$ cat src/assert_macros.svh
// Assertion macros shared by the predictor RTL.
`ifndef ASSERT_MACROS_SVH
`define ASSERT_MACROS_SVH

// Property checked on every clock edge outside reset.
`define SWMP_ASSERT_CLK(label, clk, rst_n, prop, msg) \
    label: assert property (@(posedge clk) disable iff (!rst_n) (prop)) \
        else $error(msg);

// Condition at one edge implies the expression at the following edge.
`define SWMP_ASSERT_NEXT(label, clk, rst_n, cond, expr, msg) \
    label: assert property (@(posedge clk) disable iff (!rst_n) (cond) |=> (expr)) \
        else $error(msg);

`endif

$ cat src/swmp_pkg.sv
// Shared types, codes and helpers of the sliding window majority predictor.
`default_nettype none

package swmp_pkg;

    localparam int unsigned WINDOW_MAX_DEF = 128;

    localparam int unsigned CFG_IDX_W  = 1;
    localparam int unsigned CFG_DATA_W = 8;
    localparam int unsigned ACTION_W   = 8;
    localparam int unsigned GUESS_W    = 2;
    localparam int unsigned TALLY_W    = 8;

    localparam logic [CFG_DATA_W-1:0] WINDOW_RESET = 8'd99;

    localparam logic [ACTION_W-1:0] CHAR_INS_UC = 8'h49;
    localparam logic [ACTION_W-1:0] CHAR_INS_LC = 8'h69;
    localparam logic [ACTION_W-1:0] CHAR_UPD_UC = 8'h55;
    localparam logic [ACTION_W-1:0] CHAR_UPD_LC = 8'h75;

    typedef enum logic [CFG_IDX_W-1:0] {
        CFG_GUESS_MODE  = 1'b0,
        CFG_WINDOW_SIZE = 1'b1
    } t_cfg_idx;

    typedef enum logic [1:0] {
        MODE_MAJORITY = 2'd0,
        MODE_INSERT   = 2'd1,
        MODE_UPDATE   = 2'd2,
        MODE_SELECT   = 2'd3
    } t_mode;

    typedef enum logic [1:0] {
        ACT_NONE   = 2'd0,
        ACT_INSERT = 2'd1,
        ACT_UPDATE = 2'd2
    } t_act;

    typedef enum logic [GUESS_W-1:0] {
        GUESS_INSERT = 2'd0,
        GUESS_UPDATE = 2'd1,
        GUESS_SELECT = 2'd2
    } t_guess;

    function automatic t_act decode_action(input logic [ACTION_W-1:0] b);
        t_act a;
        if (b == CHAR_INS_UC || b == CHAR_INS_LC) begin
            a = ACT_INSERT;
        end else if (b == CHAR_UPD_UC || b == CHAR_UPD_LC) begin
            a = ACT_UPDATE;
        end else begin
            a = ACT_NONE;
        end
        return a;
    endfunction

endpackage

`default_nettype wire

$ cat src/swmp_in_if.sv
// Input channel: one observed action byte per transaction.
`default_nettype none

interface swmp_in_if;
    logic                          valid;
    logic                          ready;
    logic [swmp_pkg::ACTION_W-1:0] action_byte;

    modport source (output valid, output action_byte, input ready);
    modport sink   (input valid, input action_byte, output ready);
endinterface

`default_nettype wire

$ cat src/swmp_out_if.sv
// Output channel: guess and window tallies, one per transaction.
`default_nettype none

interface swmp_out_if;
    logic                         valid;
    logic                         ready;
    logic [swmp_pkg::GUESS_W-1:0] guess;
    logic [swmp_pkg::TALLY_W-1:0] insert_tally;
    logic [swmp_pkg::TALLY_W-1:0] update_tally;

    modport source (output valid, output guess, output insert_tally, output update_tally,
                    input ready);
    modport sink   (input valid, input guess, input insert_tally, input update_tally,
                    output ready);
endinterface

`default_nettype wire

$ cat src/sliding_window_majority_predictor_core.sv
// Sliding window majority predictor: takes one action byte per transaction and returns
// the guess made before it plus the insert and update counts of the last N actions.
// Throughput is one transaction per clock while the result is not stalled. An accepted
// transaction waits in the input register and is processed into the result register once
// that register is empty or being read; a stalled result holds the input register and,
// through ready, the input side. The history ring is a register array with one read and
// one write per cycle, the read one entry ahead of the ring pointer. Reset and a
// window_size write clear the history at once: entries not written since the clear read
// as none, which the ring pointer and a wrap flag track, so no clearing pass is needed.
`default_nettype none

module sliding_window_majority_predictor_core #(
    parameter int unsigned WINDOW_MAX = swmp_pkg::WINDOW_MAX_DEF
) (
    input  wire logic                            i_clk,
    input  wire logic                            i_rst_n,
    input  wire logic                            i_cfg_we,
    input  wire logic [swmp_pkg::CFG_IDX_W-1:0]  i_cfg_idx,
    input  wire logic [swmp_pkg::CFG_DATA_W-1:0] i_cfg_data,
    swmp_in_if.sink                              i_in,
    swmp_out_if.source                           o_out
);
    import swmp_pkg::*;

`include "assert_macros.svh"

    localparam int unsigned PTR_W = $clog2(WINDOW_MAX);
    localparam int unsigned CNT_W = $clog2(WINDOW_MAX + 1);
    localparam int unsigned CMP_W = (CNT_W > CFG_DATA_W) ? CNT_W : CFG_DATA_W;
    localparam int unsigned SUM_W = CNT_W + 1;
    localparam logic [CMP_W-1:0] WIN_MAX_C = CMP_W'(WINDOW_MAX);
    localparam logic [CMP_W-1:0] TALLY_MAX = CMP_W'(255);

    // configuration
    t_mode                 r_mode;
    logic [CFG_DATA_W-1:0] r_win;

    // input register
    logic                r_in_valid;
    logic [ACTION_W-1:0] r_in_byte;

    // window state
    logic [PTR_W-1:0]      r_pos;
    logic [CNT_W-1:0]      r_ins_cnt;
    logic [CNT_W-1:0]      r_upd_cnt;
    logic                  r_wrapped;
    t_act                  r_mem [WINDOW_MAX];
    t_act                  r_rd_data;
    logic                  r_rd_vld;

    // result register
    logic               r_out_valid;
    t_guess             r_out_guess;
    logic [TALLY_W-1:0] r_out_ins;
    logic [TALLY_W-1:0] r_out_upd;

    logic             win_clear;
    logic             advance;
    logic             in_acc;
    logic [CMP_W-1:0] win_ext;
    logic [CNT_W-1:0] eff_win;
    logic [CNT_W-1:0] pos_inc;
    logic [PTR_W-1:0] next_pos;
    logic [PTR_W-1:0] rd_addr;
    logic             fwd;
    t_act             act;
    t_act             old_act;
    t_guess           guess;
    logic [CNT_W-1:0] n_ins_cnt;
    logic [CNT_W-1:0] n_upd_cnt;
    logic [CMP_W-1:0] ins_ext;
    logic [CMP_W-1:0] upd_ext;
    logic [TALLY_W-1:0] n_out_ins;
    logic [TALLY_W-1:0] n_out_upd;

    assign win_clear = i_cfg_we && (i_cfg_idx == CFG_WINDOW_SIZE);
    assign advance   = r_in_valid && (!r_out_valid || o_out.ready);
    assign i_in.ready = !r_in_valid || advance;
    assign in_acc    = i_in.valid && i_in.ready;

    // zero or an oversize value selects the largest window
    always_comb begin
        win_ext = CMP_W'(r_win);
        if (win_ext == '0 || win_ext > WIN_MAX_C) begin
            eff_win = CNT_W'(WIN_MAX_C);
        end else begin
            eff_win = CNT_W'(win_ext);
        end
    end

    assign pos_inc  = CNT_W'(r_pos) + CNT_W'(1);
    assign next_pos = (pos_inc >= eff_win) ? '0 : pos_inc[PTR_W-1:0];
    assign rd_addr  = advance ? next_pos : r_pos;
    // a one-entry window rereads the slot written this cycle
    assign fwd      = advance && (next_pos == r_pos);

    assign act     = decode_action(r_in_byte);
    assign old_act = r_rd_vld ? r_rd_data : ACT_NONE;

    always_comb begin
        case (r_mode)
            MODE_MAJORITY: guess = (r_ins_cnt > r_upd_cnt) ? GUESS_INSERT : GUESS_UPDATE;
            MODE_INSERT:   guess = GUESS_INSERT;
            MODE_UPDATE:   guess = GUESS_UPDATE;
            MODE_SELECT:   guess = GUESS_SELECT;
            default:       guess = GUESS_SELECT;
        endcase
    end

    assign n_ins_cnt = r_ins_cnt - CNT_W'(old_act == ACT_INSERT) + CNT_W'(act == ACT_INSERT);
    assign n_upd_cnt = r_upd_cnt - CNT_W'(old_act == ACT_UPDATE) + CNT_W'(act == ACT_UPDATE);

    assign ins_ext   = CMP_W'(n_ins_cnt);
    assign upd_ext   = CMP_W'(n_upd_cnt);
    assign n_out_ins = (ins_ext > TALLY_MAX) ? '1 : ins_ext[TALLY_W-1:0];
    assign n_out_upd = (upd_ext > TALLY_MAX) ? '1 : upd_ext[TALLY_W-1:0];

    always_ff @(posedge i_clk) begin
        if (!i_rst_n) begin
            r_mode      <= MODE_MAJORITY;
            r_win       <= WINDOW_RESET;
            r_in_valid  <= 1'b0;
            r_out_valid <= 1'b0;
            r_pos       <= '0;
            r_ins_cnt   <= '0;
            r_upd_cnt   <= '0;
            r_wrapped   <= 1'b0;
            r_rd_vld    <= 1'b0;
        end else begin
            if (i_cfg_we && i_cfg_idx == CFG_GUESS_MODE) begin
                r_mode <= t_mode'(i_cfg_data[1:0]);
            end
            if (win_clear) begin
                r_win <= i_cfg_data;
            end

            if (in_acc) begin
                r_in_valid <= 1'b1;
            end else if (advance) begin
                r_in_valid <= 1'b0;
            end

            if (advance) begin
                r_out_valid <= 1'b1;
            end else if (o_out.ready) begin
                r_out_valid <= 1'b0;
            end

            if (win_clear) begin
                r_pos     <= '0;
                r_ins_cnt <= '0;
                r_upd_cnt <= '0;
                r_wrapped <= 1'b0;
                r_rd_vld  <= 1'b0;
            end else if (advance) begin
                r_pos     <= next_pos;
                r_ins_cnt <= n_ins_cnt;
                r_upd_cnt <= n_upd_cnt;
                // before the first wrap only slots behind the pointer hold actions
                r_wrapped <= r_wrapped || (next_pos == '0);
                r_rd_vld  <= r_wrapped || (next_pos == '0);
            end else begin
                r_rd_vld <= r_wrapped;
            end
        end
    end

    always_ff @(posedge i_clk) begin
        if (in_acc) begin
            r_in_byte <= i_in.action_byte;
        end
        if (advance) begin
            r_mem[r_pos] <= act;
            r_out_guess  <= guess;
            r_out_ins    <= n_out_ins;
            r_out_upd    <= n_out_upd;
        end
        r_rd_data <= fwd ? act : r_mem[rd_addr];
    end

    assign o_out.valid        = r_out_valid;
    assign o_out.guess        = r_out_guess;
    assign o_out.insert_tally = r_out_ins;
    assign o_out.update_tally = r_out_upd;

    `SWMP_ASSERT_CLK(a_pos_in_window, i_clk, i_rst_n,
        CNT_W'(r_pos) < eff_win, "ring pointer outside window")
    `SWMP_ASSERT_CLK(a_tallies_fit, i_clk, i_rst_n,
        SUM_W'(r_ins_cnt) + SUM_W'(r_upd_cnt) <= SUM_W'(eff_win), "tallies exceed window")
    `SWMP_ASSERT_NEXT(a_win_clear, i_clk, i_rst_n, i_rst_n && win_clear,
        r_ins_cnt == '0 && r_upd_cnt == '0 && r_pos == '0 && !r_rd_vld,
        "window write did not clear history")
    `SWMP_ASSERT_NEXT(a_result_loaded, i_clk, i_rst_n, i_rst_n && advance,
        r_out_valid, "processed transaction produced no result")

endmodule

`default_nettype wire
$ cat src/flat_wrapper.sv
// flat-port wrapper written by rule: the top's interface ports become plain ports
module sliding_window_majority_predictor_core_flat import swmp_pkg::*;
#(
    parameter int unsigned WINDOW_MAX = swmp_pkg::WINDOW_MAX_DEF
)
  (i_clk, i_rst_n, i_cfg_we, i_cfg_idx, i_cfg_data, i_in_valid, i_in_action_byte, i_in_ready, o_out_valid, o_out_guess, o_out_insert_tally, o_out_update_tally, o_out_ready);
  swmp_in_if i_in_i ();
  swmp_out_if o_out_i ();
  input  wire logic i_clk;
  input  wire logic i_rst_n;
  input  wire logic i_cfg_we;
  input  wire logic [swmp_pkg::CFG_IDX_W-1:0] i_cfg_idx;
  input  wire logic [swmp_pkg::CFG_DATA_W-1:0] i_cfg_data;
  input wire logic [$bits(i_in_i.valid)-1:0] i_in_valid;
  input wire logic [$bits(i_in_i.action_byte)-1:0] i_in_action_byte;
  output wire logic [$bits(i_in_i.ready)-1:0] i_in_ready;
  output wire logic [$bits(o_out_i.valid)-1:0] o_out_valid;
  output wire logic [$bits(o_out_i.guess)-1:0] o_out_guess;
  output wire logic [$bits(o_out_i.insert_tally)-1:0] o_out_insert_tally;
  output wire logic [$bits(o_out_i.update_tally)-1:0] o_out_update_tally;
  input wire logic [$bits(o_out_i.ready)-1:0] o_out_ready;
  assign i_in_i.valid = i_in_valid;
  assign i_in_i.action_byte = i_in_action_byte;
  assign i_in_ready = i_in_i.ready;
  assign o_out_valid = o_out_i.valid;
  assign o_out_guess = o_out_i.guess;
  assign o_out_insert_tally = o_out_i.insert_tally;
  assign o_out_update_tally = o_out_i.update_tally;
  assign o_out_i.ready = o_out_ready;
  sliding_window_majority_predictor_core #(.WINDOW_MAX(WINDOW_MAX)) u_core (.i_clk(i_clk), .i_rst_n(i_rst_n), .i_cfg_we(i_cfg_we), .i_cfg_idx(i_cfg_idx), .i_cfg_data(i_cfg_data), .i_in(i_in_i), .o_out(o_out_i));
endmodule
$ cat config.mk
export PLATFORM = sky130hd
export DESIGN_NAME = sliding_window_majority_predictor_core_flat
export DESIGN_NICKNAME = d
export VERILOG_FILES = /design/src/swmp_pkg.sv /design/src/swmp_in_if.sv /design/src/swmp_out_if.sv /design/src/sliding_window_majority_predictor_core.sv /design/src/flat_wrapper.sv
export VERILOG_INCLUDE_DIRS = /design/src /design/src/src
export SDC_FILE = /design/constraint.sdc
export NUM_CORES = 1
export LEC_CHECK = 0
export BUFFER_PORTS_ARGS = -buffer_cell sky130_fd_sc_hd__buf_2
export CAP_MARGIN = 5
export CORE_ASPECT_RATIO = 1.5
export CORE_MARGIN = 1.5
export CORE_UTILIZATION = 56
export CTS_CLUSTER_DIAMETER = 100
export DETAILED_ROUTE_END_ITERATION = 10
export PLACE_DENSITY = 0.82
export SYNTH_ARGS = -nofsm -noshare
export SYNTH_HDL_FRONTEND = slang
export SYNTH_SLANG_ARGS = --single-unit
$ cat constraint.sdc
create_clock -name i_clk -period 9.9 [get_ports i_clk]
set_input_delay 1.98 -clock i_clk [delete_from_list [all_inputs] [get_ports i_clk]]
set_output_delay 1.98 -clock i_clk [all_outputs]
set_load 0.03 [all_outputs]
==> impl_metrics.tcl <==
set metrics [dict create \
    outcome "finished, final reports clean" \
    wl_um 29150 \
    coreArea_um2 24350 \
    synth_ff_type "edfxtp_1" \
    final_nets 1063 \
    postCtsSetupBuffers 0 \
    path_class "register to register" \
    ant_nets 0 \
    yosys_register_bits 324 \
    nFillCells 1777 \
    start_util_pct 57.11 \
    cts_hold_buf 0 \
    slew_headroom_pct 18.64 \
    die_w_um 131.7 \
    avgSynthCellArea_um2 14.25 \
    cts_resized 0 \
    p_per_area_nw_per_um2 179.4 \
    ioPinCount 42 \
    vdd_drop_max_v 0.0001742 \
    viasPerCell 6.125 \
    rsz0062_at_grt "no" \
    crit_fanout 36 \
    routed-via-count 8263 \
    drtPass1Iterations 5 \
    worst_pin_slew_ns 1.217 \
    io_buffers 40 \
    clkTransAtPathRegs_ns 0.07 \
    cts_buffer_depth 3 \
    stdcell_area_um2 15280 \
    grt_max_degree 99 \
    grt_pass1_wl_um 45390 \
    async_flop_share_pct 0 \
    drc 0 \
    final_layout_size_suffix_gt1_share_pct 14.54 \
    gp_congestion 0.8053 \
    dr.first_iter.drc_count 590 \
    p_leak_uw 0.004453 \
    min_period_ns 5.095 \
    ys_types 52 \
    dieArea_um2 25810 \
    h-tree-depth 1 \
    grt_pass1_vias 8620 \
    cp.required_ns 10.33 \
    start_kind "register" \
    dpl.hpwl_um 17970 \
    netlist_area_um2 13910 \
    die_h_um 196.0 \
    tritoncts "yes" \
    placed_area_um2 14380 \
    hold_viol_final 0 \
    setup_viol 0 \
    clock-root-buffer "clkbuf_16" \
    syn_inst 976 \
    hold_path.class "register to register" \
    synth_edf_count 281 \
    timing.setup.tns_ns 0 \
    wl_per_cell_um 21.60 \
    antenna_found_initial 0 \
    cts_inserted_buffers 27 \
    slew_viol_final 0 \
    area_delta_synth_final_pct 9.916 \
    arrival_ns 5.53 \
    clock_sinks 324 \
    clk_latency_ns 0.54 \
    fmax_mhz 196.3 \
    period_share_pct 51.47 \
    endpoint_kind "register" \
    syn-num-nets 1033 \
    worst_clock_skew_ns 0.01306 \
    grt_use_total_pct 22.99 \
    placementRows 70 \
    antenna_cells 0 \
    yosysSeqAreaShare_pct 66.87 \
    overflow 0 \
    ys_warn_count 0 \
    drv_cap 0 \
]
-- Yosys cell counts, types with 2 or more instances --
cell	n	area, µm²
a21oi_1	27	135.1
buf_1	7	26.28
mux4_2	48	1081
xor2_1	3	26.28
a211oi_1	9	67.56
nand4_1	6	37.54
dfxtp_1	43	860.8
a21boi_0	4	30.03
o21ai_0	7	35.03
o41ai_2	2	32.53
a22oi_1	16	120.1
clkbuf_1	27	101.4
o21a_1	5	37.54
or3_1	2	12.51
buf_2	10	50.05
edfxtp_1	281	8438
xnor2_1	14	122.6
ha_1	33	412.9
o22ai_1	15	93.84
nor2b_1	20	125.1
nand2b_1	15	93.84
a22o_1	5	43.79
o211ai_1	7	52.55
o32ai_1	8	70.07
mux2i_1	34	340.3
inv_1	31	116.4
fa_1	2	40.04
and2_1	7	43.79
buf_6	3	33.78
and3_1	3	18.77
o2111ai_1	2	17.52
nor3_1	5	25.02
a21o_1	5	37.54
nand2_1	75	281.5
nor4_1	2	12.51
nor2_1	159	596.8
nand3_1	19	95.09
-- through the flow --
step	instances	worst slack, ns	hold slack [ns]	utilization (%)	total power, µW
2_1_floorplan	976	3.254	0.4363	-	1648
3_3_place_gp	1301	4.947	0.4461	59.05	1681
3_5_place_dp	1301	4.814	0.4538	59.05	1683
4_1_cts	1349	4.778	0.4625	62.77	2747
5_1_grt	1349	4.437	0.4894	62.77	2808
6_report	1349	4.805	0.4611	62.77	2743
-- placed cells by master (no fill, tap or decap), types with 9 or more instances in the layout --
cell,Yosys,final
clkbuf_16,0,27
dfxtp_1,43,40
nand2_1,75,75
inv_1,31,31
o22ai_1,15,15
nand2b_1,15,15
edfxtp_1,281,281
ha_1,33,33
nand3_1,19,19
mux2i_1,34,34
nor2b_1,20,20
nor2_1,159,159
a21oi_1,27,27
xnor2_1,14,14
buf_4,1,10
a22oi_1,16,16
mux4_2,48,48
buf_2,10,40
a211oi_1,9,9
-- registers in the layout (all words and copies together), names as in the netlist, named ones only --
signal / count
u_core.o_out.guess: 2
u_core.o_out.valid: 1
u_core.r_upd_cnt: 8
u_core.r_win: 8
u_core.o_out.update_tally: 8
u_core.r_in_byte: 7
u_core.r_pos: 7
u_core.o_out.insert_tally: 8
u_core.r_in_valid: 1
u_core.r_mode: 2
u_core.r_wrapped: 1
u_core.r_ins_cnt: 8
u_core.r_mem: 256
-- metal layers --
layer | vias up | share of wire (%) | track usage, %
met2 | 362 | 54 | 42.20
met4 | 0 | 5.3 | 12.96
met1 | 4087 | 35 | 25.71
met3 | 106 | 6.3 | 3.049
met5 | - | 0 | 0
li1 | 3708 | - | -
-- path summary, 6_finish.rpt --
| path | cells after the start | startpoint | slack (ns) | endpoint |
|---|---|---|---|---|
| setup / recovery | 19 | register | 4.80 | u_core.r_upd_cnt[6]$_SDFFE_PP0P_ |
| hold / removal | 2 | u_core.r_ins_cnt[0]$_SDFFE_PP0P_ | 0.46 | u_core.r_ins_cnt[0]$_SDFFE_PP0P_ |
| setup reg to reg | 19 | register | 4.80 | u_core.r_upd_cnt[6]$_SDFFE_PP0P_ |
| hold reg to reg | 2 | u_core.r_ins_cnt[0]$_SDFFE_PP0P_ | 0.46 | u_core.r_ins_cnt[0]$_SDFFE_PP0P_ |
-- kinds of logic after synthesis --
kind of cell / Yosys count / synth area share, %
simple gates: 320 / 10.09
flops: 324 / 66.87
mux: 82 / 10.22
xor+xnor: 17 / 1.071
compound gates: 118 / 5.975
fa+ha+maj: 35 / 3.257
buf+inv: 80 / 2.519
-- critical path, stage by stage, from the launching register on --
cell and delay (ns):
dfxtp_4 0.57, buf_4 0.63, mux4_2 0.60, o32ai_1 0.29, o22ai_1 0.17, nor2_1 0.26
o22ai_1 0.18, and2_1 0.18, ha_1 0.29, inv_1 0.06, ha_1 0.17, inv_1 0.06
fa_1 0.39, nor2b_1 0.14, o21ai_0 0.12, a21oi_1 0.27, o21a_1 0.15, nor2_1 0.05
xnor2_1 0.15, a22o_1 0.21
-- cell type report --
class	instances	area [µm²]	area share, %
inverters	31	116.4	0.7613
multi-input cells	572	4277	27.98
clock buffers	33	728.2	4.764
flip-flops and latches	324	9305	60.88
well taps	324	405.4	2.652
clock inverters	15	177.7	1.162
repair buffers	50	275.3	1.801
-- power by group --
| group | switching [µW] | internal [µW] |
|---|---|---|
| Clock | 461 | 626 |
| Sequential | 13.6 | 1490 |
| Combinational | 92.2 | 64.3 |
| Total | 567 | 2180 |
No activity file was read; power rests on OpenSTA's default activity.
